$ cat src/hw/rtl/tun_pkg.sv
// shared types and constants for the triangle unit normal block
`timescale 1ns / 1ps

package tun_pkg;

  localparam int CoordW   = 32;
  localparam int EdgeW    = 33;
  localparam int ProdW    = 66;
  localparam int CrossW   = 67;
  localparam int CompW    = 31;
  localparam int PosW     = 7;
  localparam int SqW      = 62;
  localparam int SumW     = 64;
  localparam int LenW     = 32;
  localparam int NumW     = 62;
  localparam int QuotW    = 32;
  localparam int FracBits = 30;
  localparam int RootSteps = 32;
  localparam int DivSteps  = 32;

  localparam logic [QuotW-1:0] OneQ30 = 32'h4000_0000;

  // input request: three vertices in Q16.16
  typedef struct packed {
    logic signed [CoordW-1:0] vertex_a_x;
    logic signed [CoordW-1:0] vertex_a_y;
    logic signed [CoordW-1:0] vertex_a_z;
    logic signed [CoordW-1:0] vertex_b_x;
    logic signed [CoordW-1:0] vertex_b_y;
    logic signed [CoordW-1:0] vertex_b_z;
    logic signed [CoordW-1:0] vertex_c_x;
    logic signed [CoordW-1:0] vertex_c_y;
    logic signed [CoordW-1:0] vertex_c_z;
  } in_req_t;

  // output request: unit normal in Q1.30
  typedef struct packed {
    logic signed [CoordW-1:0] normal_x;
    logic signed [CoordW-1:0] normal_y;
    logic signed [CoordW-1:0] normal_z;
    logic                     degenerate;
  } out_req_t;

  // block-normalized cross product handed from front to back
  typedef struct packed {
    logic [2:0][CompW-1:0] comp;
    logic [2:0]            neg;
    logic                  degen;
  } item_t;

endpackage

$ cat src/hw/rtl/tun_fifo.sv
// short queue between front and back
`timescale 1ns / 1ps

module tun_fifo #(
  parameter int Depth = 2
) (
  input  logic           clk_i,
  input  logic           rst_ni,
  input  logic           push_valid_i,
  output logic           push_ready_o,
  input  tun_pkg::item_t push_item_i,
  output logic           pop_valid_o,
  input  logic           pop_ready_i,
  output tun_pkg::item_t pop_item_o
);

  localparam int IdxW = (Depth > 1) ? $clog2(Depth) : 1;
  localparam int CntW = $clog2(Depth + 1);

  tun_pkg::item_t mem_q [Depth];
  logic [IdxW-1:0] wr_q, rd_q;
  logic [CntW-1:0] cnt_q;
  logic push, pop;

  assign push_ready_o = (cnt_q != CntW'(Depth));
  assign pop_valid_o  = (cnt_q != '0);
  assign push         = push_valid_i && push_ready_o;
  assign pop          = pop_valid_o && pop_ready_i;
  assign pop_item_o   = mem_q[rd_q];

  // pointers and fill count
  always_ff @(posedge clk_i or negedge rst_ni) begin
    if (!rst_ni) begin
      wr_q  <= '0;
      rd_q  <= '0;
      cnt_q <= '0;
    end else begin
      if (push) wr_q <= (wr_q == IdxW'(Depth - 1)) ? '0 : wr_q + 1'b1;
      if (pop)  rd_q <= (rd_q == IdxW'(Depth - 1)) ? '0 : rd_q + 1'b1;
      if (push && !pop) cnt_q <= cnt_q + 1'b1;
      else if (pop && !push) cnt_q <= cnt_q - 1'b1;
    end
  end

  // storage
  always_ff @(posedge clk_i) begin
    if (push) mem_q[wr_q] <= push_item_i;
  end

endmodule

$ cat config.mk
export PLATFORM = sky130hd
export DESIGN_NAME = tun_fifo
export DESIGN_NICKNAME = d
export VERILOG_FILES = /design/src/hw/rtl/tun_pkg.sv /design/src/hw/rtl/tun_fifo.sv
export SDC_FILE = /design/constraint.sdc
export NUM_CORES = 1
export LEC_CHECK = 0
export ABC_AREA = 1
export BUFFER_PORTS_ARGS = -buffer_cell sky130_fd_sc_hd__buf_2
export CAP_MARGIN = 0
export CORE_ASPECT_RATIO = 1.2
export CORE_MARGIN = 8
export CORE_UTILIZATION = 40
export DETAILED_ROUTE_END_ITERATION = 10
export PLACE_DENSITY_LB_ADDON = 0.3
export SLEW_MARGIN = 10
export SYNTH_ARGS = -nofsm -noshare
export SYNTH_HDL_FRONTEND = slang
export SYNTH_SLANG_ARGS = --single-unit
$ cat constraint.sdc
create_clock -name clk_i -period 5.51 [get_ports clk_i]
set_clock_uncertainty 0.15 [all_clocks]
set_input_delay 1.102 -clock clk_i [delete_from_list [all_inputs] [get_ports clk_i]]
set_output_delay 1.102 -clock clk_i [all_outputs]
set_load 0.1 [all_outputs]
== Word-level counts from Yosys, hierarchy flattened ==
Memory sizes are Yosys's and may differ from the RTL's.
Index checks and enable logic that the tools add are counted.
Cells by class
  reduce and logical (&&, ||, !) cells: 8
  mux-type cells: 6
  $add $sub $neg: 4
  eq/ne operators: 1
Operator list (count)
  $logic_and 1x1->1: 4
  $mux 1: 4
  $mux 2: 2
  $reduce_bool 2->1: 2
  $add 1x1->1 const B: 2
  $add 2x1->2 const B: 1
  $logic_not 1->1: 2
  $ne 2x2->1 const B: 1
  $sub 2x1->2 const B: 1
Word-level totals
  memories kept: 1
  output and inout bits: 99
  RAM bits: 194
  bits in registers: 4
  logic and storage cells: 23
  bits of input ports: 101
Memories
  mem_q: words 2, bits a word 97, read ports 1, clocked after memory_dff 0, write ports 1, line tun_fifo.sv:20  | tun_pkg::item_t mem_q [Depth];

== Longest topological paths before layout ==
  word-level depth: 6
  depth in mapped cells: 10

== Worst setup path after synthesis ==
OpenSTA, ideal clock, no wires.
  path type: register -> register
  start point: register cnt_q[0]
  end point: memory mem_q[0][0] (netlist name), enable pin
  required time: 4806 ps
  buffers on the path: 0
  cell stages (with the launch flop): 5
  arrival: 5450 ps
  slack: -644 ps
  clock period less this slack: 6154 ps
  library setup time: 554 ps
  cell sequence: dfrtp_1 inv_1 nand2_1 nand2_1 nor2_1
On the way
  word-level cells in the longest chain between the ends: 4
Ends and longest elaborated chain
  from (decl): line tun_fifo.sv:22  | logic [CntW-1:0] cnt_q;
  from (signal assigned): line tun_fifo.sv:40  | if (push && !pop) cnt_q <= cnt_q + 1'b1;
  from (signal assigned): line tun_fifo.sv:41  | else if (pop && !push) cnt_q <= cnt_q - 1'b1;
  $ne 2x2->1: line tun_fifo.sv:25  | assign push_ready_o = (cnt_q != CntW'(Depth));
  named net push_ready_o: line tun_fifo.sv:10  | output logic push_ready_o,
  $logic_and 1x1->1: line tun_fifo.sv:27  | assign push = push_valid_i && push_ready_o;
  $mux 1: line tun_fifo.sv:47  | if (push) mem_q[wr_q] <= push_item_i;
  $mux 1 (implied by the code): line tun_fifo.sv:47
  to (decl): line tun_fifo.sv:20
The timed path passes the listed nets, and every way through them passes these cells.

==> reports/summary.txt <==
Antenna Cells: 0
Synth Area in Compound Gates: 0%
CTS Sinks: 198
pin count of the biggest net entering global routing: 99
core area: 17,970 µm²
total gr overflow: 0
CP arrival: 2.62 ns
first-pass GRT wire length: 25,540 µm
mux share of post-synthesis cell area: 0%
clk slew on worst S/H paths: 0.07 ns
RSZ-0062 raised after global routing: no
vias in the first global route: 5,119
via/cell ratio: 4.666
IO Count: 200
Fin. Hold Viols: 0
main combinational cell family by area after synthesis: simple AND/OR/NAND/NOR gates
Seq/Total Area, Yosys: 81.47%
CTS tree: yes
simple-gate share of the synthesized area: 15.86%
NumNets Final: 839
crit-path cells: inv_4, nand2_1, nand2_1, buf_2
DRC: 0
Filler cells: 1,592
max cap viols: 0
Die Width: 139.1 µm
CP Class: register to primary output
Critical-path top delay cell: inv_4
CP startpoint kind: register
most common cell after layout, fill and taps aside: nand2_1
Final setup violation count: 0
drt total wl: 16,170 µm
Vias: 4,545
Initial DRC Count: 343
area grow syn2layout: 24.65%
total CTS buffers: 17
Final Slew Violations: 0
minimum clock period: 3.868 ns
# hold bufs at CTS: 0
critical path's most frequent cell: nand2_1
Syn Inst Count: 535
worst-skew pair later-pin latency: 0.42 ns
status: complete, no violations
synthesized cell area: 7273 µm²
layout cells sized above 1: 31.87%
hold crit path type: primary input to asynchronous set/reset pin
worst r2r path cells: 3
placer's final routability congestion estimate: 0.7059
initial antenna violation count: 4
DP Wirelength: 10,760 µm
FF/Latch Area: 5929 µm²
Synthesized Nets: 637
area share of fa/ha/maj cells after synthesis: 0.1720%
Critical Path Sink Type: primary output
slew margin rel.: 31.86%
Max Freq: 0.2585 GHz
Synth warnings: 0
Yosys reg bits: 198
CP Max Fanout: 98
root buf cell: clkbuf_16
post-cts sizing count: 0
Longest Clk Path Bufs: 2
commonest cells after routing, fill and taps aside: nand2_1 (301), buf_2 (199), edfxtp_1 (194)
setup bufs post-CTS: 0
GR Util All Layers: 14.58%
post-synthesis xor/xnor area fraction: 0.2408%
Layout Utilization: 50.45%
Buffers on Ports: 199
die area: 22,770 µm²
per-cell routed wire length: 16.60 µm
Worst Path Required: 4.26 ns
Yosys cell types: 14
row count: 54
area occupied by multi-input gates: 1199 µm²
initial core utilization: 40.47%
crit share post-route: 70.20%
delay of the slowest cell on the worst path: 0.78 ns
Detail Route Antenna Nets: 0
CTS HTree Levels: 4
Slew @ Worst Pin: 1.022 ns
Syn Area/Cell: 13.59 µm²
Pre-Repair DR Iteration Count: 4
Chip Height: 163.7 µm
## layer usage
metal	track usage, %	vias to the layer above	part of all wire [%]
met5	0	-	0.33
met4	4.448	8	0.88
met3	6.804	19	8.6
met2	26.69	168	51
met1	14.52	2149	39
li1	-	2201	-
## worst max-delay path, delay by kind of cell (launching register included)
kind	cells	cell delay (ns)
buffers and inverters	2	1.22
flip-flops	1	0.65
AND/OR/NAND/NOR	2	0.24
## final timing paths
kind	end	slack, ns	from
setup / recovery	pop_item_o[4]	1.64	rd_q
hold / removal	cnt_q[1]	0.35	rst_ni
setup reg to reg	rd_q	3.37	rd_q
hold reg to reg	cnt_q[1]	0.37	cnt_q[1]
max in group asynchronous	rd_q	4.68	rst_ni
min in group clk_i	cnt_q[1]	0.37	cnt_q[1]
## state kept, by name, indices dropped and copies added, names as in the netlist
register	count
wr_q	1
rd_q	1
mem_q	194
cnt_q	2
## through the flow
step                std cells  worst slack [ns]  cell area (µm²)  setup TNS [ns]  hold WS [ns]
finish                    974             1.642             9066               0        0.3524
global route              974             1.373             9066               0        0.3318
CTS                       974             1.567             9066               0        0.3356
detailed placement        942             2.052             8471               0        0.3635
global placement          942             2.078             8471               0        0.3300
floorplan                 535           -0.6435             7273         -124.85        0.3125
## area by class of cell
class                           count  area share (%)
Sequential cell                   198           65.40
Inverter                            7          0.3174
Tap cell                          224           3.091
Clock inverter                     15           1.877
Timing Repair Buffer              204           11.40
Multi-Input combinational cell    309           13.22
Clock buffer                       17           4.692
## cell usage after synthesis
cell type | number | area (µm²)
buf_4 | 2 | 15.01
buf_6 | 4 | 45.04
edfxtp_1 | 194 | 5826
inv_4 | 1 | 6.260
nand2_1 | 301 | 1130
nand4_1 | 1 | 6.260
nor2_1 | 2 | 7.510
inv_1 | 6 | 22.52
xnor2_1 | 1 | 8.760
nand3_1 | 2 | 10.01
ha_1 | 1 | 12.51
xor2_1 | 1 | 8.760
dfrtp_1 | 4 | 100.1
buf_2 | 15 | 75.07
## cell families after synthesis
kind of cell               after synthesis
buffers and inverters                   28
xor gates and xnor gates                 2
DFF                                    198
adders and majority gates                1
and+or+nand+nor                        306
Power is left out: the tool's default activity adds up to more than one toggle a clock period on the data nets, which glitch-free logic cannot reach.
